$ cat src/cbsc_pkg.sv
package cbsc_pkg;

   localparam int NUM_CC_REGS = 4;
   localparam int CC_W        = 7;
   localparam int POS_W       = 3;
   localparam int CSR_ADDR_W  = 4;
   localparam int CSR_DATA_W  = 32;
   localparam int QUEUE_DEPTH = 2;
   localparam int THERM_MAX   = 8;

   typedef struct packed {
      logic [CC_W-1:0] controller_number;
      logic [CC_W-1:0] level_value;
   } req_type;

   typedef struct packed {
      logic serial_bit;
      logic latch_now;
   } rsp_type;

   typedef struct packed {
      logic             hit;
      logic [POS_W-1:0] pos;
      logic [7:0]       pattern;
   } cmd_type;

   typedef struct packed {
      logic    valid;
      logic    full;
      cmd_type cmd;
   } queue_status_type;

   typedef enum logic {
      BACK_IDLE,
      BACK_SHIFT
   } back_state_type;

   localparam logic [7:0] THERM_TABLE [0:THERM_MAX] = '{
      8'h00, 8'h01, 8'h03, 8'h07, 8'h0F, 8'h1F, 8'h3F, 8'h7F, 8'hFF
   };

   function automatic logic [7:0] therm_code(input logic [CC_W-1:0] lvl);
      logic [3:0] idx;
      idx = (lvl > CC_W'(THERM_MAX)) ? 4'(THERM_MAX) : lvl[3:0];
      return THERM_TABLE[idx];
   endfunction

endpackage

$ cat src/cbsc_front.sv
module cbsc_front #(
   parameter int NUM_REGS = 4
) (
   input  logic                               clock,
   input  logic                               reset,
   input  logic                               req_valid,
   output logic                               req_ready,
   input  cbsc_pkg::req_type                  req_data,
   input  logic                               csr_psel,
   input  logic                               csr_penable,
   input  logic                               csr_pwrite,
   input  logic [cbsc_pkg::CSR_ADDR_W-1:0]    csr_paddr,
   input  logic [cbsc_pkg::CSR_DATA_W-1:0]    csr_pwdata,
   output logic [cbsc_pkg::CSR_DATA_W-1:0]    csr_prdata,
   output logic                               csr_pready,
   input  logic                               q_full,
   output logic                               q_push,
   output cbsc_pkg::cmd_type                  q_cmd
);

   logic [cbsc_pkg::CC_W-1:0] cc_ff [0:cbsc_pkg::NUM_CC_REGS-1];
   logic [1:0]                csr_idx;
   logic                      csr_write;

   assign csr_idx    = csr_paddr[3:2];
   assign csr_pready = 1'b1;
   assign csr_write  = csr_psel && csr_penable && csr_pwrite && csr_pready;
   assign csr_prdata = {(cbsc_pkg::CSR_DATA_W - cbsc_pkg::CC_W)'(0), cc_ff[csr_idx]};

   always_ff @(posedge clock) begin
      if (reset) begin
         for (int i = 0; i < cbsc_pkg::NUM_CC_REGS; i++) begin
            cc_ff[i] <= cbsc_pkg::CC_W'(i);
         end
      end else if (csr_write) begin
         cc_ff[csr_idx] <= csr_pwdata[cbsc_pkg::CC_W-1:0];
      end
   end

   assign req_ready = !q_full;
   assign q_push    = req_valid && req_ready;

   // lowest matching position wins
   always_comb begin
      q_cmd.hit     = 1'b0;
      q_cmd.pos     = '0;
      q_cmd.pattern = cbsc_pkg::therm_code(req_data.level_value);
      for (int i = cbsc_pkg::NUM_CC_REGS - 1; i >= 0; i--) begin
         if (i < NUM_REGS && cc_ff[i] == req_data.controller_number) begin
            q_cmd.hit = 1'b1;
            q_cmd.pos = cbsc_pkg::POS_W'(i);
         end
      end
   end

endmodule

$ cat src/cbsc_cmd_queue.sv
module cbsc_cmd_queue (
   input  logic                       clock,
   input  logic                       reset,
   input  logic                       push,
   input  cbsc_pkg::cmd_type          push_cmd,
   input  logic                       pop,
   output cbsc_pkg::queue_status_type status
);

   cbsc_pkg::cmd_type entry_ff [0:cbsc_pkg::QUEUE_DEPTH-1];
   logic              wr_ptr_ff;
   logic              wr_ptr_in;
   logic              rd_ptr_ff;
   logic              rd_ptr_in;
   logic [1:0]        count_ff;
   logic [1:0]        count_in;
   logic              do_push;
   logic              do_pop;

   assign status.valid = (count_ff != 2'd0);
   assign status.full  = (count_ff == 2'(cbsc_pkg::QUEUE_DEPTH));
   assign status.cmd   = entry_ff[rd_ptr_ff];

   assign do_push = push && !status.full;
   assign do_pop  = pop && status.valid;

   always_comb begin
      wr_ptr_in = do_push ? !wr_ptr_ff : wr_ptr_ff;
      rd_ptr_in = do_pop ? !rd_ptr_ff : rd_ptr_ff;
      count_in  = count_ff + 2'(do_push) - 2'(do_pop);
   end

   always_ff @(posedge clock) begin
      if (reset) begin
         wr_ptr_ff <= 1'b0;
         rd_ptr_ff <= 1'b0;
         count_ff  <= 2'd0;
      end else begin
         wr_ptr_ff <= wr_ptr_in;
         rd_ptr_ff <= rd_ptr_in;
         count_ff  <= count_in;
      end
   end

   always_ff @(posedge clock) begin
      if (do_push) begin
         entry_ff[wr_ptr_ff] <= push_cmd;
      end
   end

endmodule

$ cat src/cbsc_back.sv
module cbsc_back #(
   parameter int NUM_REGS = 4
) (
   input  logic                       clock,
   input  logic                       reset,
   input  cbsc_pkg::queue_status_type q_status,
   output logic                       q_pop,
   output logic                       rsp_valid,
   input  logic                       rsp_ready,
   output cbsc_pkg::rsp_type          rsp_data
);

   localparam int CHAIN_W = NUM_REGS * 8;
   localparam int CNT_W   = $clog2(CHAIN_W + 1);

   cbsc_pkg::back_state_type state_ff;
   cbsc_pkg::back_state_type state_in;
   logic [7:0]               store_ff [0:NUM_REGS-1];
   logic [7:0]               store_in [0:NUM_REGS-1];
   logic [CHAIN_W-1:0]       chain_ff;
   logic [CHAIN_W-1:0]       chain_load;
   logic [CNT_W-1:0]         remain_ff;
   logic                     rsp_valid_ff;
   cbsc_pkg::rsp_type        rsp_ff;
   logic                     emit;

   always_comb begin
      for (int i = 0; i < NUM_REGS; i++) begin
         if (q_status.cmd.hit && q_status.cmd.pos == cbsc_pkg::POS_W'(i)) begin
            store_in[i] = q_status.cmd.pattern;
         end else begin
            store_in[i] = store_ff[i];
         end
         chain_load[CHAIN_W-1-8*i -: 8] = store_in[i];
      end
   end

   always_comb begin
      state_in = state_ff;
      q_pop    = 1'b0;
      emit     = 1'b0;
      case (state_ff)
         cbsc_pkg::BACK_IDLE: begin
            if (q_status.valid) begin
               q_pop    = 1'b1;
               state_in = cbsc_pkg::BACK_SHIFT;
            end
         end
         cbsc_pkg::BACK_SHIFT: begin
            if (!rsp_valid_ff || rsp_ready) begin
               emit = 1'b1;
               if (remain_ff == CNT_W'(1)) begin
                  state_in = cbsc_pkg::BACK_IDLE;
               end
            end
         end
         default: begin
            state_in = cbsc_pkg::BACK_IDLE;
         end
      endcase
   end

   always_ff @(posedge clock) begin
      if (reset) begin
         state_ff     <= cbsc_pkg::BACK_IDLE;
         rsp_valid_ff <= 1'b0;
         remain_ff    <= '0;
         for (int i = 0; i < NUM_REGS; i++) begin
            store_ff[i] <= 8'h00;
         end
      end else begin
         state_ff <= state_in;
         if (q_pop) begin
            for (int i = 0; i < NUM_REGS; i++) begin
               store_ff[i] <= store_in[i];
            end
            remain_ff <= CNT_W'(CHAIN_W);
         end else if (emit) begin
            remain_ff <= remain_ff - CNT_W'(1);
         end
         if (emit) begin
            rsp_valid_ff <= 1'b1;
         end else if (rsp_ready) begin
            rsp_valid_ff <= 1'b0;
         end
      end
   end

   always_ff @(posedge clock) begin
      if (q_pop) begin
         chain_ff <= chain_load;
      end else if (emit) begin
         chain_ff <= chain_ff << 1;
      end
      if (emit) begin
         rsp_ff.serial_bit <= chain_ff[CHAIN_W-1];
         rsp_ff.latch_now  <= (remain_ff == CNT_W'(1));
      end
   end

   assign rsp_valid = rsp_valid_ff;
   assign rsp_data  = rsp_ff;

`ifndef SYNTH
   a_shift_has_bits: assert property (@(posedge clock) disable iff (reset)
      state_ff == cbsc_pkg::BACK_SHIFT |-> remain_ff != '0)
      else $error("shifting with no bits left");

   a_pop_loads_count: assert property (@(posedge clock) disable iff (reset)
      q_pop |=> remain_ff == CNT_W'(CHAIN_W) && state_ff == cbsc_pkg::BACK_SHIFT)
      else $error("chain not loaded after pop");

   a_latch_ends_shift: assert property (@(posedge clock) disable iff (reset)
      emit && remain_ff == CNT_W'(1) |=> rsp_valid_ff && rsp_ff.latch_now
                                          && state_ff == cbsc_pkg::BACK_IDLE)
      else $error("latch bit not last");
`endif

endmodule

$ cat src/cc_bargraph_shift_chain.sv
// path of an item: queue entry, chain load on pop, then the registered output bit
// one-bit-per-cycle chain shifter, which stalls while rsp_valid waits on rsp_ready
// a two-entry command queue lets up to two further items be taken while a chain shifts
// reset (synchronous, active high): patterns cleared, controller numbers 0..3, queue empty
module cc_bargraph_shift_chain #(
   parameter int NUM_REGS = 4
) (
   input  logic                            clock,
   input  logic                            reset,
   input  logic                            req_valid,
   output logic                            req_ready,
   input  cbsc_pkg::req_type               req_data,
   output logic                            rsp_valid,
   input  logic                            rsp_ready,
   output cbsc_pkg::rsp_type               rsp_data,
   input  logic                            csr_psel,
   input  logic                            csr_penable,
   input  logic                            csr_pwrite,
   input  logic [cbsc_pkg::CSR_ADDR_W-1:0] csr_paddr,
   input  logic [cbsc_pkg::CSR_DATA_W-1:0] csr_pwdata,
   output logic [cbsc_pkg::CSR_DATA_W-1:0] csr_prdata,
   output logic                            csr_pready
);

   logic                       q_push;
   logic                       q_pop;
   cbsc_pkg::cmd_type          q_cmd;
   cbsc_pkg::queue_status_type q_status;

   cbsc_front #(
      .NUM_REGS(NUM_REGS)
   ) u_front (
      .clock       (clock),
      .reset       (reset),
      .req_valid   (req_valid),
      .req_ready   (req_ready),
      .req_data    (req_data),
      .csr_psel    (csr_psel),
      .csr_penable (csr_penable),
      .csr_pwrite  (csr_pwrite),
      .csr_paddr   (csr_paddr),
      .csr_pwdata  (csr_pwdata),
      .csr_prdata  (csr_prdata),
      .csr_pready  (csr_pready),
      .q_full      (q_status.full),
      .q_push      (q_push),
      .q_cmd       (q_cmd)
   );

   cbsc_cmd_queue u_queue (
      .clock    (clock),
      .reset    (reset),
      .push     (q_push),
      .push_cmd (q_cmd),
      .pop      (q_pop),
      .status   (q_status)
   );

   cbsc_back #(
      .NUM_REGS(NUM_REGS)
   ) u_back (
      .clock     (clock),
      .reset     (reset),
      .q_status  (q_status),
      .q_pop     (q_pop),
      .rsp_valid (rsp_valid),
      .rsp_ready (rsp_ready),
      .rsp_data  (rsp_data)
   );

endmodule
$ cat config.mk
export PLATFORM = sky130hd
export DESIGN_NAME = cc_bargraph_shift_chain
export DESIGN_NICKNAME = d
export VERILOG_FILES = /design/src/cbsc_pkg.sv /design/src/cbsc_front.sv /design/src/cbsc_cmd_queue.sv /design/src/cbsc_back.sv /design/src/cc_bargraph_shift_chain.sv
export SDC_FILE = /design/constraint.sdc
export NUM_CORES = 1
export LEC_CHECK = 0
export BUFFER_PORTS_ARGS = -buffer_cell sky130_fd_sc_hd__clkbuf_2
export CAP_MARGIN = 20
export CORE_MARGIN = 4
export CORE_UTILIZATION = 49
export CTS_CLUSTER_SIZE = 30
export DETAILED_ROUTE_END_ITERATION = 16
export GPL_TIMING_DRIVEN = 0
export MAX_ROUTING_LAYER = met4
export PLACE_DENSITY = 0.74
export SLEW_MARGIN = 15
export SYNTH_ARGS = -nofsm -noshare
export SYNTH_HDL_FRONTEND = slang
export SYNTH_HIERARCHICAL = 1
export SYNTH_SLANG_ARGS = --single-unit
$ cat constraint.sdc
create_clock -name clock -period 7.5 [get_ports clock]
set_input_delay 0.375 -clock clock [delete_from_list [all_inputs] [get_ports clock]]
set_output_delay 0.375 -clock clock [all_outputs]
set_load 0.02 [all_outputs]
# [Word level (Yosys, flattened, before mapping)]
# Memories as Yosys holds them, arrays and structs flattened. A register that Yosys moved wholly into a read port is not among the register bits.
# Cells that the tools add are included.
[word_totals] ff_bits=46 latch_bits=0 ram_bits=84 rom_bits=128 in_bits=57 out_inout_bits=37 wordCells=97 memories=4
[op_classes] addsub=3 n_mul=0 n_div=0 n_lt_le_gt_ge=2 n_eq_ne=9 n_shift=0 n_mux=43 n_bitwise=6 reduce_logical=20
[mem_list] memory="(name not given)" words=16 word_bits=8 rd=1 rd_clocked_by_memory_dff=0 write_ports=0 line_no="cbsc_pkg.sv:45" rtl="return THERM_TABLE[idx];"
[mem_list] memory="u_back.store_ff" words=4 word_bits=8 rd=4 rd_clocked_by_memory_dff=0 write_ports=4 line_no="cbsc_back.sv:18" rtl="logic [7:0] store_ff [0:NUM_REGS-1];"
[mem_list] memory="u_front.cc_ff" words=4 word_bits=7 rd=5 rd_clocked_by_memory_dff=0 write_ports=4 line_no="cbsc_front.sv:21" rtl="logic [cbsc_pkg::CC_W-1:0] cc_ff [0:cbsc_pkg::NUM_CC_REGS-1];"
[mem_list] memory="u_queue.entry_ff" words=2 word_bits=12 rd=1 rd_clocked_by_memory_dff=1 write_ports=1 line_no="cbsc_cmd_queue.sv:10" rtl="cbsc_pkg::cmd_type entry_ff [0:cbsc_pkg::QUEUE_DEPTH-1];"
[op_table] operator="2-to-1 mux 8 bit" count=10
[op_table] operator="2-to-1 mux 32 bit" count=2
[op_table] operator="== test 7 bit" count=4
[op_table] operator="2-to-1 mux 1 bit" count=21
[op_table] operator="2-to-1 mux 4 bit" count=5
[op_table] operator="2-to-1 mux 6 bit" count=2
[op_table] operator="logical AND 1 bit" count=9
[op_table] operator="> comparator 7 x 4 -> 1 bit (second input constant)" count=1
[op_table] operator="2-to-1 mux 7 bit" count=1
[op_table] operator="OR reduction 7 bit" count=1
[op_table] operator="== test 3 x 2 -> 1 bit (second input constant)" count=2
[op_table] operator="== test 6 x 1 -> 1 bit (second input constant)" count=1
[op_table] operator="nonzero test 2 bit" count=3
[op_table] operator="subtractor 6 x 1 -> 6 bit (second input constant)" count=1
[op_table] operator="greater-or-equal comparator 5 bit (second input constant)" count=1
[op_table] operator="inverter 4 -> 5 bit" count=1
[op_table] operator="logical NOT 1 bit" count=4
[op_table] operator="OR 1 bit" count=4
[op_table] operator="== test 3 x 1 -> 1 bit (second input constant)" count=1
[op_table] operator="logical NOT 3 bit" count=1
[op_table] operator="adder 2 x 1 -> 2 bit" count=1
[op_table] operator="== test 2 bit (second input constant)" count=1
[op_table] operator="2-to-1 mux 2 bit" count=1
[op_table] operator="one-hot mux 1 bit (2 select lines)" count=1
[op_table] operator="other kinds (4)" count=4

# [Depth between registers and ports, before layout]
# Gate-level depths: netlist (run 1).
[logic_depth] ltp_word=7 depth_mapped=10 mapped_depth_nobuf=10

# [By module]
# The synthesis (run 1) kept the hierarchy.
[by_module_without_submodules] mod="cbsc_back" n_inst=1 cells_per_inst=260 area_per_inst_um2=3275.6 seq_area_each_um2=2142.1
[by_module_without_submodules] mod="cbsc_front" n_inst=1 cells_per_inst=161 area_per_inst_um2=1898.1 seq_area_each_um2=840.8
[by_module_without_submodules] mod="cbsc_cmd_queue" n_inst=1 cells_per_inst=63 area_per_inst_um2=1096.1 seq_area_each_um2=820.8

# [Worst setup path after synthesis (run 1)]
# No wires, ideal clock.
[synth_timing] path_type="flip-flop to flip-flop" startpoint="register u_back.rsp_valid_ff, in the netlist u_back/rsp_valid" endpoint="register u_back.chain_ff[0], enable pin" setup_ns=0.425 t_arrival_ns=2.123 required_ns=7.075 setup_slack_ns=4.952 path_stages_with_launch=4 n_path_buf=1 synth_period_minus_slack_ns=2.548 cell_sequence="dfxtp_1 > nor2b_4 > clkbuf_16 > o21ai_1"
[synth_between] elab_chain_cells=5
[synth_lines] item="start, declared" line_no="cbsc_back.sv:23" rtl="logic rsp_valid_ff;"
[synth_lines] item="start signal, assigned" line_no="cbsc_back.sv:66" rtl="rsp_valid_ff <= 1'b0;"
[synth_lines] item="start signal, assigned" line_no="cbsc_back.sv:82" rtl="rsp_valid_ff <= 1'b1;"
[synth_lines] item="start signal, assigned" line_no="cbsc_back.sv:84" rtl="rsp_valid_ff <= 1'b0;"
[synth_lines] item="logical NOT 1 bit" line_no="cbsc_back.sv:50" rtl="if (!rsp_valid_ff || rsp_ready) begin"
[synth_lines] item="logical OR 1 bit" line_no="cbsc_back.sv:50"
[synth_lines] item="2-to-1 mux 1 bit" line_no="cbsc_back.sv:50"
[synth_lines] item="2-to-1 mux 1 bit" line_no="cbsc_back.sv:42" rtl="case (state_ff)"
[synth_lines] item="nonzero test 2 bit (no line)"
[synth_lines] item="end signal, assigned" line_no="cbsc_back.sv:91" rtl="chain_ff <= chain_load;"
[synth_lines] item="end signal, assigned" line_no="cbsc_back.sv:93" rtl="chain_ff <= chain_ff << 1;"
[synth_lines] item="end, declared" line_no="cbsc_back.sv:20" rtl="logic [CHAIN_W-1:0] chain_ff;"
# No other way between the ends.
# A chain may end at the register's enable or synchronous reset.

==> results of run 1 <==
## layer usage
metal	vias up	share of wire	routed length [um]
li1	1878	-	-
met1	1776	0.43	5000
met2	93	0.51	5900
met3	18	0.049	572
met4	0	0.015	175
met5	-	0	0
## cell families after synthesis
family	Yosys count	synth area share
simple gates	153	0.133
flops	131	0.607
buf+inv	58	0.0605
compound gates	53	0.0477
mux	52	0.0994
xor+xnor	31	0.0433
fa+ha+maj	4	0.00798
other cells	2	0.00120
## through the flow
stage	std cells	setup slack (ps)	hold slack (ps)	area, um2
5_1_grt	754	4840	282	7410
2_1_floorplan	509	4950	400	6360
4_1_cts	754	4970	253	7410
3_3_place_gp	721	4350	412	6780
3_5_place_dp	722	5010	413	6820
6_report	754	5030	274	7410
## final cells by class
| type | count | area share |
|---|---|---|
| sequential | 131 | 0.513 |
| multi-input combinational | 320 | 0.296 |
| clock buffer | 21 | 0.0621 |
| buffer | 47 | 0.0456 |
| timing repair buffer | 41 | 0.0307 |
| tap | 172 | 0.0290 |
| clock inverter | 11 | 0.0182 |
| inverter | 11 | 0.00557 |
## cell usage in the layout (no fill, tap or decap), types with 5 or more instances in the layout
cell type  netlist  routed
xor2_1          14      14
nand2b_1         6       6
inv_1            6       6
buf_4           27      27
and2_1          24      24
clkbuf_16        1      18
o21ai_1         30      29
clkbuf_1         5       7
mux2i_1         33      33
nand2_1         36      36
buf_2           12      12
inv_2            5       5
clkbuf_2         0      40
conb_1           2      27
mux4_2           7       7
mux2_1          10      10
clkinv_2         0       6
nor4_1           5       5
edfxtp_1       118     118
nor2_1          43      43
xnor2_1         17      17
a21oi_1          7       7
dfxtp_1         13      13
o21ai_0          5       5
or3_1            7       7
## sequential cells by signal, summed over array words and instances (netlist names), named ones only
register and cells:
u_back/chain_ff 32, u_queue/count_ff 2, u_back/state_ff 1, u_queue/wr_ptr_ff 1, u_back/store_ff 32, u_queue/rd_ptr_ff 1
u_front/cc_ff 28, u_queue/entry_ff 24, u_back/remain_ff 6, u_back/rsp_valid 1, u_back/rsp_data 2
## report_power, final
group          internal (uW)  total (uW)  switching [uW]  leakage [uW]
Sequential              1110        1190            80.3       0.00124
Combinational            286         778             492       0.00128
Clock                    535         822             286      0.000292
## worst max path at each step
stage	from	slack [ps]	cells past startpoint	endpoint
floorplan	u_back/rsp_valid	4950	3	u_back/chain_ff[0]
global placement	rsp_ready	4350	4	u_back/chain_ff[10]
detailed placement	register	5010	6	u_back/chain_ff[31]
CTS	register	4970	6	u_back/chain_ff[31]
global route	register	4840	6	u_back/chain_ff[31]
finish	register	5030	6	u_back/chain_ff[31]
==> impl_results.md, run 1 <==
- CP Launch Type: register
- Unique masters post-synth: 54
- Pwr dens: 377 nW/um2
- Routed wire length per instance: 15.4 um
- Total CTS buffers: 17
- Post-DP HPWL: 8.32 mm
- GR Util met1: 0.216
- Mapped cell area: 6270 um2
- Die H: 121 um
- Setup TNS: 0 ps
- Antenna Cells: 0
- Overall power: 2790 uW
- Critical-path cell list: buf_2, mux2_1, nor4b_1, buf_2, mux2i_1, o21ai_1
- CP bufs+invs: 2
- GR Overflow Total: 0
- Final wirelength: 11.6 mm
- Sequential share of the synthesized area: 0.607
- Ports: 94
- NumNets Final: 630
- Full die area: 14700 um2
- Register-to-register setup slack: 5030 ps
- P_leak: 0.00281 uW
- Ys flop type: edfxtp_1
- CTS tree: yes
- Top cells by count, synth: edfxtp_1 (118), nor2_1 (43), nand2_1 (36)
- Synth Area per Inst: 13.0 um2
- Initial antenna violation count: 0
- Final Hold Fails: 0
- Max Slew Vio Count: 0
- Clock buffer depth: 2
- Synth-to-Final Area Change: 18.2%
- Measured slew at the worst slew-check pin: 740 ps
- Hold Startpoint: csr_pwdata[1]
- CTS resizes: 0
- Vias: 3765
- H-tree depth: 4
- Total GRT Usage: 0.177
- Crit-path leading delay family: multiplexers
- Post-layout util: 0.590
- Post-synth EDFFs: 118
- Ranking of synthesized cells by area: edfxtp_1 (57%), mux2i_1 (5.3%), dfxtp_1 (4.2%)
- IO buf count: 40
- Post-route ant nets: 0
- Slew HR: 0.506
- RePlAce Congestion: 0.796
- Critical path's largest stage delay: 430 ps
- Die W: 121 um
- Synthesis-stage register bit count: 131
- Syn Inst Count: 484
- Drt drc: 0
- Post-layout min period: 2470 ps
- Synthesis Warnings: 6
- RR Endpoint: u_back/chain_ff[31]
- Most common cell in the netlist: edfxtp_1
- Number of global-route vias before repair: 3892
- Final setup viols: 0
- Reg clk slew, reported paths: 50 ps
- WHS Path Cells: 2
- Max-cap violations: 0
- Via-to-Cell Ratio: 4.99
- CP max-delay cell: nor4b_1
- Worst-Skew Late Latency: 410 ps
- Worst Skew: 7.29 ps
- Standard-cell row count: 41
- Busiest layer in global routing: met2
- Status: finished, final reports clean
- Fmax achieved: 405 MHz
- VDD IR max: 0.000227 V
- Fillers: 1015
- Setup Buffers After CTS: 0
- Initial Util: 0.499
- FFs w/ async S/R, synth: 0
- Worst Hold Endpoint: u_front/cc_ff[3][1]
- Largest net degree at the start of global routing: 37
- Root Driver: clkbuf_16
- Area occupied by multi-input gates: 2190 um2
- CP Data Required Time: 7660 ps
- Core ar.: 12600 um2
- First-pass GRT wire length: 19.3 mm
- Post-route clock period utilization: 0.329
- Sinks on Clock Net: 131
- WP data arrival: 2620 ps
- Worst hold-check path type: in2reg
- Leading area contributor after synthesis: edfxtp_1
- Worst Path Max Fanout: 10
- Worst-case reg-to-reg path depth: 6
- Reg area: 3800 um2
- Yosys top cell area share: 0.565
- GR Util met3: 0.0434
- Hold_buf cts: 0
- Detailed Route Iter0 Violations: 222
- Drt pass-1 iters: 4
- Fraction of layout cells with a size suffix above 1: 0.247
- RSZ-0062 raised after global routing: no
- Setup crit end kind: register
- Crit path top cell by count: buf_2
- GR Util met2: 0.291
- Setup CP Type: reg2reg
Power figures use the tool's default switching activity.
==> run 2: changes to the inputs <==
--- a/config.mk
+++ b/config.mk
@@ -5,6 +5,7 @@
 export SDC_FILE = /design/constraint.sdc
 export NUM_CORES = 1
 export LEC_CHECK = 0
+export ABC_AREA = 1
 export BUFFER_PORTS_ARGS = -buffer_cell sky130_fd_sc_hd__clkbuf_2
 export CAP_MARGIN = 20
 export CORE_MARGIN = 4
==> constraint.sdc (replaced) <==
create_clock -name clock -period 2.3 [get_ports clock]
set_input_delay 0.115 -clock clock [delete_from_list [all_inputs] [get_ports clock]]
set_output_delay 0.115 -clock clock [all_outputs]
set_load 0.02 [all_outputs]
==> run 2 against run 1 <==
Wire length increased by 13%. Critical endpoint is now u_queue/count_ff[1]. Core utilization decreased by 0.73 points. Synthesized cell count increased by 38%. Die area increased by 5.6%. Largest power group unchanged. Setup slack got worse by 4900 ps. Power increased to 3.3 times the previous value. Clock power increased to 3.1 times the previous value. Worst hold slack got worse by 250 ps. First-iteration DRC count increased by 47%. Sequential share of layout area decreased by 2.0 points.
==> impl_results.md, run 2 <==
- Status: finished, final reports clean (unchanged)
- RSZ-0062 raised after global routing: no (unchanged)
- Register-to-register setup slack: 180 ps (was 5030 ps)
- Drt drc: 0 (unchanged)
- Sinks on Clock Net: 131 (unchanged)
- Syn Inst Count: 670 (was 484)
- VDD IR max: 0.000581 V (was 0.000227 V)
- Fin area: 7710 um2 (was 7410 um2)
- Vias: 4642 (was 3765)
- Synth Area per Inst: 9.92 um2 (was 13.0 um2)
- First-pass GRT wire length: 21.7 mm (was 19.3 mm)
- Sequential share of the synthesized area: 0.572 (was 0.607)
- Synthesis-stage register bit count: 131 (unchanged)
- Number of global-route vias before repair: 4605 (was 3892)
- Post-layout min period: 2120 ps (was 2470 ps)
- Reg clk slew, reported paths: 60 ps (was 50 ps)
- Max Slew Vio Count: 0 (unchanged)
- Setup CP Type: reg2reg (unchanged)
- NumNets Final: 813 (was 630)
- Ranking of synthesized cells by area: edfxtp_1 (53%), nand2_1 (7.8%), nor2_1 (5.4%) (was edfxtp_1 (57%), mux2i_1 (5.3%), dfxtp_1 (4.2%))
- Synthesis Warnings: 6 (unchanged)
- Slew HR: 0.312 (was 0.506)
- FFs w/ async S/R, synth: 0 (unchanged)
- IO buf count: 36 (was 40)
- Critical-path cell list: inv_1, nand2_1, nand2_1, buf_4, inv_2, inv_1, nor2_1, ha_1, inv_1, ha_1, inv_1, nand2_1, nand3_1, nand2_1, nor2_1 (was buf_2, mux2_1, nor4b_1, buf_2, mux2i_1, o21ai_1)
- Post-synth EDFFs: 118 (unchanged)
- Die H: 124 um (was 121 um)
- Leading area contributor after synthesis: edfxtp_1 (unchanged)
- Ports: 94 (unchanged)
- CP Launch Type: register (unchanged)
- Clock share of power: 0.270 (was 0.294)
- Drt pass-1 iters: 5 (was 4)
- Final hold slack: 24.1 ps (was 274 ps)
- Crit-path leading delay family: simple AND/OR/NAND/NOR gates (was multiplexers)
- Initial antenna violation count: 0 (unchanged)
- Switch Pwr: 3130 uW (was 858 uW)
- Unique masters post-synth: 34 (was 54)
- Worst-case reg-to-reg path depth: 15 (was 6)
- Ys flop type: edfxtp_1 (unchanged)
- CTS tree: yes (unchanged)
- Fillers: 1131 (was 1015)
- Measured slew at the worst slew-check pin: 1020 ps (was 740 ps)
- Via-to-Cell Ratio: 4.94 (was 4.99)
- RR Endpoint: u_queue/count_ff[1] (was u_back/chain_ff[31])
- Total GRT Usage: 0.179 (was 0.177)
- Initial Util: 0.502 (was 0.499)
- Final wirelength: 13.2 mm (was 11.6 mm)
- Root Driver: clkbuf_16 (unchanged)
- Highest-count cells in the layout ignoring fill and taps: nand2_1 (137), edfxtp_1 (118), nor2_1 (96) (was edfxtp_1 (118), nor2_1 (43), clkbuf_2 (40))
- Clock buffer depth: 2 (unchanged)
- CTS resizes: 0 (unchanged)
- Comb pwr share: 0.309 (was 0.279)
- CP max-delay cell: dfxtp_1 (was nor4b_1)
- CP bufs+invs: 6 (was 2)
- RePlAce Congestion: 0.847 (was 0.796)
- Core ar.: 13200 um2 (was 12600 um2)
- Overall power: 9270 uW (was 2790 uW)
- Antenna Cells: 0 (unchanged)
- Total CTS buffers: 17 (unchanged)
- Worst Skew: 8.66 ps (was 7.29 ps)
- Routed wire length per instance: 14.0 um (was 15.4 um)
- Yosys top cell area share: 0.533 (was 0.565)
- Standard-cell row count: 42 (was 41)
- Full die area: 15500 um2 (was 14700 um2)
- Worst-Skew Late Latency: 410 ps (about the same)
- Critical path's largest stage delay: 370 ps (was 430 ps)
- P_leak: 0.00333 uW (was 0.00281 uW)
- Largest net degree at the start of global routing: 35 (was 37)
- Worst Path Max Fanout: 10 (unchanged)
- Post-route ant nets: 0 (unchanged)
- Fmax achieved: 471 MHz (was 405 MHz)
- Top cells by count, synth: nand2_1 (138), edfxtp_1 (118), nor2_1 (96) (was edfxtp_1 (118), nor2_1 (43), nand2_1 (36))
- Commonest non-fill, non-tap cell in the layout: nand2_1 (was edfxtp_1)
- WP data arrival: 2420 ps (was 2620 ps)
- Sw frac: 0.337 (was 0.307)
- Int Pwr: 6150 uW (was 1930 uW)
- Setup TNS: 0 ps (unchanged)
- Placement Cell Area: 7150 um2 (was 6820 um2)
- Max-cap violations: 0 (unchanged)
- Final Hold Fails: 0 (unchanged)
- R2R Path Start: u_queue/count_ff[1]
- H-tree depth: 4 (unchanged)
- Final setup viols: 0 (unchanged)
- Pwr dens: 1200 nW/um2 (was 377 nW/um2)
- Detailed Route Iter0 Violations: 327 (was 222)
- Synth-to-Final Area Change: 16.0% (was 18.2%)
- CP Data Required Time: 2600 ps (was 7660 ps)
- Setup Buffers After CTS: 0 (unchanged)
- Post-route clock period utilization: 0.923 (was 0.329)
- Most common cell in the netlist: nand2_1 (was edfxtp_1)
- Die W: 124 um (was 121 um)
- Post-DP HPWL: 9.26 mm (was 8.32 mm)
- Mapped cell area: 6650 um2 (was 6270 um2)
- Fraction of layout cells with a size suffix above 1: 0.213 (was 0.247)
- Worst hold-check path type: in2reg (unchanged)
- Hold Startpoint: csr_pwdata[0] (was csr_pwdata[1])
- Register share of total power: 0.421 (was 0.427)
- Post-layout util: 0.583 (was 0.590)
- GR Overflow Total: 0 (unchanged)
- Setup crit end kind: register (unchanged)
- WHS Path Cells: 3 (was 2)
- Top flop regs: u_back/chain_ff: 32 flops, u_back/store_ff: 32 flops, u_front/cc_ff: 28 flops (unchanged)
- Worst Hold Endpoint: u_front/cc_ff[3][0] (was u_front/cc_ff[3][1])
==> run 2: changes by cell type in the layout (fill, tap and decap cells not counted), sizes merged, moves of 10 or more <==
| cell | delta |
|---|---|
| nand2 | +105 |
| o21ai | +39 |
| mux2i | -33 |
| and2 | -24 |
| nor2 | +58 |
| clkbuf | -10 |
| nand3 | +14 |
| inv | +81 |
==> run 2: worst max path at each step <==
stage,from,end,slack [ps],depth (start not counted)
2_1_floorplan,u_queue/count_ff[1],u_back/chain_ff[0],340,6
3_3_place_gp,u_queue/count_ff[1],u_back/chain_ff[13],-170,6
3_5_place_dp,u_queue/count_ff[1],u_back/chain_ff[15],160,6
4_1_cts,u_queue/count_ff[1],u_back/chain_ff[11],160,6
5_1_grt,u_queue/count_ff[1],u_queue/count_ff[1],30,15
6_report,u_queue/count_ff[1],u_queue/count_ff[1],180,15
==> run 2: per-stage QoR <==
step,worst slack (ps),instances
after detailed placement,160,907
after global placement,-174,907
after global routing,30.7,940
after floorplan,336,695
final,178,940
after CTS,155,940
==> run 2: area by class of cell <==
cell class / instances / area, um2 / share of cell area
clock buffers: 19 / 433 / 0.0561
clock inverters: 12 / 116 / 0.0151
flip-flops and latches: 131 / 3800 / 0.493
multi-input cells: 424 / 2220 / 0.288
plain buffers: 48 / 365 / 0.0474
inverters: 92 / 353 / 0.0457
well taps: 176 / 220 / 0.0285
repair buffers: 38 / 200 / 0.0259
==> run 2: cells by family (layout without fill, tap and decap cells) <==
logic type | after synthesis | count (layout) | synth area share
AOI/OAI and AO/OA | 95 | 95 | 0.0841
xor gates and xnor gates | 18 | 18 | 0.0237
adders and majority gates | 4 | 4 | 0.00753
buffers and inverters | 140 | 209 | 0.108
DFF | 131 | 131 | 0.572
muxes | 12 | 12 | 0.0260
other | 2 | 27 | 0.00113
and+or+nand+nor | 268 | 268 | 0.177
==> run 2: routing by layer <==
metal | vias to the layer above | track usage | share of wire
li1 | 2302 | - | -
met1 | 2209 | 0.210 | 0.42
met2 | 117 | 0.304 | 0.52
met3 | 14 | 0.0420 | 0.045
met4 | 0 | 0.0587 | 0.015
met5 | - | - | 0
==> run 2: tightest hold or removal path: cells and delay by family <==
family | cells | cell delay (ps)
buf+inv | 2 | 140
simple gates | 1 | 70
==> run 2: repair_timing <==
action / 4_1_cts / 5_1_grt
endpoints found under the hold margin: 3 / 0
hold buffers: 2 / 0
endpoints found under the setup margin: 0 / 0
==> run 2: power groups by stage <==
stage / Sequential (uW) / Combinational [uW] / Clock [uW]
4_1_cts: 3910 / 2870 / 2550
3_5_place_dp: 3940 / 2840 / 0
3_3_place_gp: 3920 / 2730 / 0
5_1_grt: 3980 / 3220 / 2670
6_report: 3900 / 2860 / 2510
2_1_floorplan: 3890 / 2170 / 0
==> run 3: changes to the inputs <==
--- a/config.mk
+++ b/config.mk
@@ -13,6 +13,7 @@
 export CTS_CLUSTER_SIZE = 30
 export DETAILED_ROUTE_END_ITERATION = 16
 export GPL_TIMING_DRIVEN = 0
+export HOLD_SLACK_MARGIN = 0.03
 export MAX_ROUTING_LAYER = met4
 export PLACE_DENSITY = 0.74
 export SLEW_MARGIN = 15
==> run 3 against run 2 <==
Clock power barely moved. Count of clock-buffer cells in the layout did not move. Via count fell by 0.28%. Setup slack improved by 5.7 ps. Global-route usage rose by 0.15 points. Wire length rose by 0.18%. Register-to-register slack barely moved. Design area rose by 0.65%. Cell count rose by 0.53%. Non-clock buffer count rose by 5. Worst hold slack improved by 13 ps. First-iteration DRC count fell by 8.9%. Critical endpoint unchanged. Largest power group unchanged.
==> impl_results.md, run 3 (synthesized netlist as in run 2, its figures left out) <==
- Register-to-register setup slack: 180 ps (about the same)
- Drt pass-1 iters: 7 (was 5)
- Clock buffer depth: 2 (unchanged)
- Via-to-Cell Ratio: 4.90 (was 4.94)
- First-pass GRT wire length: 21.9 mm (was 21.7 mm)
- Comb pwr share: 0.310 (was 0.309)
- Initial antenna violation count: 0 (unchanged)
- Worst Path Max Fanout: 10 (unchanged)
- P_leak: 0.00336 uW (was 0.00333 uW)
- Routed wire length per instance: 14.0 um (about the same)
- Critical path's largest stage delay: 370 ps (about the same)
- Detailed Route Iter0 Violations: 298 (was 327)
- Total CTS buffers: 17 (unchanged)
- CP Data Required Time: 2600 ps (about the same)
- Measured slew at the worst slew-check pin: 1030 ps (was 1020 ps)
- Max Slew Vio Count: 0 (unchanged)
- Vias: 4629 (was 4642)
- Worst hold-check path type: in2reg (unchanged)
- Worst Skew: 7.83 ps (was 8.66 ps)
- Synth-to-Final Area Change: 16.8% (was 16.0%)
- Clock share of power: 0.270 (about the same)
- NumNets Final: 818 (was 813)
- Commonest non-fill, non-tap cell in the layout: nand2_1 (unchanged)
- Fmax achieved: 473 MHz (was 471 MHz)
- Placement Cell Area: 7150 um2 (unchanged)
- Root Driver: clkbuf_16 (unchanged)
- Sw frac: 0.337 (about the same)
- Fin area: 7760 um2 (was 7710 um2)
- RSZ-0062 raised after global routing: no (unchanged)
- Setup CP Type: reg2reg (unchanged)
- Full die area: 15500 um2 (unchanged)
- Slew HR: 0.307 (was 0.312)
- Setup crit end kind: register (unchanged)
- Post-layout min period: 2120 ps (about the same)
- Sinks on Clock Net: 131 (unchanged)
- Die W: 124 um (unchanged)
- CTS tree: yes (unchanged)
- Fraction of layout cells with a size suffix above 1: 0.212 (was 0.213)
- RePlAce Congestion: 0.847 (unchanged)
- Antenna Cells: 0 (unchanged)
- VDD IR max: 0.000580 V (was 0.000581 V)
- Pwr dens: 1200 nW/um2 (about the same)
- Post-route ant nets: 0 (unchanged)
- GR Overflow Total: 0 (unchanged)
- Largest net degree at the start of global routing: 35 (unchanged)
- WP data arrival: 2420 ps (about the same)
- Final setup viols: 0 (unchanged)
- Setup Buffers After CTS: 0 (unchanged)
- Die H: 124 um (unchanged)
- CP max-delay cell: dfxtp_1 (unchanged)
- Initial Util: 0.502 (unchanged)
- H-tree depth: 4 (unchanged)
- Standard-cell row count: 42 (unchanged)
- Reg clk slew, reported paths: 50 ps (was 60 ps)
- IO buf count: 36 (unchanged)
- Int Pwr: 6160 uW (was 6150 uW)
- Number of global-route vias before repair: 4631 (was 4605)
- Fillers: 1120 (was 1131)
- CTS resizes: 0 (unchanged)
- Switch Pwr: 3130 uW (about the same)
- Register share of total power: 0.420 (was 0.421)
- Final Hold Fails: 0 (unchanged)
- Ports: 94 (unchanged)
- Post-layout util: 0.586 (was 0.583)
- Highest-count cells in the layout ignoring fill and taps: nand2_1 (137), edfxtp_1 (118), nor2_1 (96) (unchanged)
- Total GRT Usage: 0.180 (was 0.179)
- Post-route clock period utilization: 0.920 (was 0.923)
- Max-cap violations: 0 (unchanged)
- Drt drc: 0 (unchanged)
- Core ar.: 13200 um2 (unchanged)
- Post-DP HPWL: 9.26 mm (unchanged)
- Status: finished, final reports clean (unchanged)
- CP Launch Type: register (unchanged)
- Top flop regs: u_back/chain_ff: 32 flops, u_back/store_ff: 32 flops, u_front/cc_ff: 28 flops (unchanged)
- Worst-Skew Late Latency: 410 ps (about the same)
- Critical-path cell list: inv_1, nand2_1, nand2_1, buf_4, inv_2, inv_1, nor2_1, ha_1, inv_1, ha_1, inv_1, nand2_1, nand3_1, nand2_1, nor2_1 (unchanged)
- Final wirelength: 13.2 mm (about the same)
run 3: stage by stage:
stage          setup TNS (ps)  power [uW]  hold WS (ps)  std cells  setup slack (ps)
4_1_cts                     0        9340          30.0        945               155
3_3_place_gp            -5530        6650           409        907              -174
3_5_place_dp                0        6780           409        907               160
6_report                    0        9290          37.6        945               184
2_1_floorplan               0        6060           184        695               336
5_1_grt                     0        9880          54.4        945              30.6
run 3: power groups by stage:
stage          logic, uW  clock network, uW  registers [uW]
2_1_floorplan       2170                  0            3890
6_report            2880               2510            3900
3_3_place_gp        2730                  0            3920
3_5_place_dp        2840                  0            3940
5_1_grt             3230               2670            3980
4_1_cts             2880               2550            3910
run 3: cell type report:
class	instances	area, um2	area share
Timing Repair Buffer	43	250	0.0322
Multi-Input combinational cell	424	2220	0.286
Sequential cell	131	3800	0.490
Buffer	48	365	0.0471
Inverter	92	353	0.0454
Clock inverter	12	116	0.0150
Clock buffer	19	433	0.0558
Tap cell	176	220	0.0284
run 3: path summary, 6_finish.rpt:
kind | start | endpoint | depth (start not counted)
worst max register to register | u_queue/count_ff[1] | u_queue/count_ff[1] | 15
worst min register to register | u_back/chain_ff[31] | u_back/rsp_data[1] | 0
worst min-delay path | reset | u_queue/count_ff[0] | 2
worst max-delay path | u_queue/count_ff[1] | u_queue/count_ff[1] | 15
run 3: critical path: cells and delay by family (launching register included):
family | cells | cell delay, ps
adder cells (fa/ha/maj) | 2 | 400
buffers and inverters | 6 | 540
flip-flops | 1 | 370
AND/OR/NAND/NOR | 7 | 700
run 3: per-layer routing:
metal / global-route usage / wire [um]
met5: - / 0
met4: 0.0587 / 220
met3: 0.0420 / 709
met2: 0.307 / 6800
met1: 0.212 / 5460
run 3: repair_timing:
action,in CTS,in global routing
hold endpoints to repair,9,0
hold buffers,7,0
setup endpoints to repair,0,0
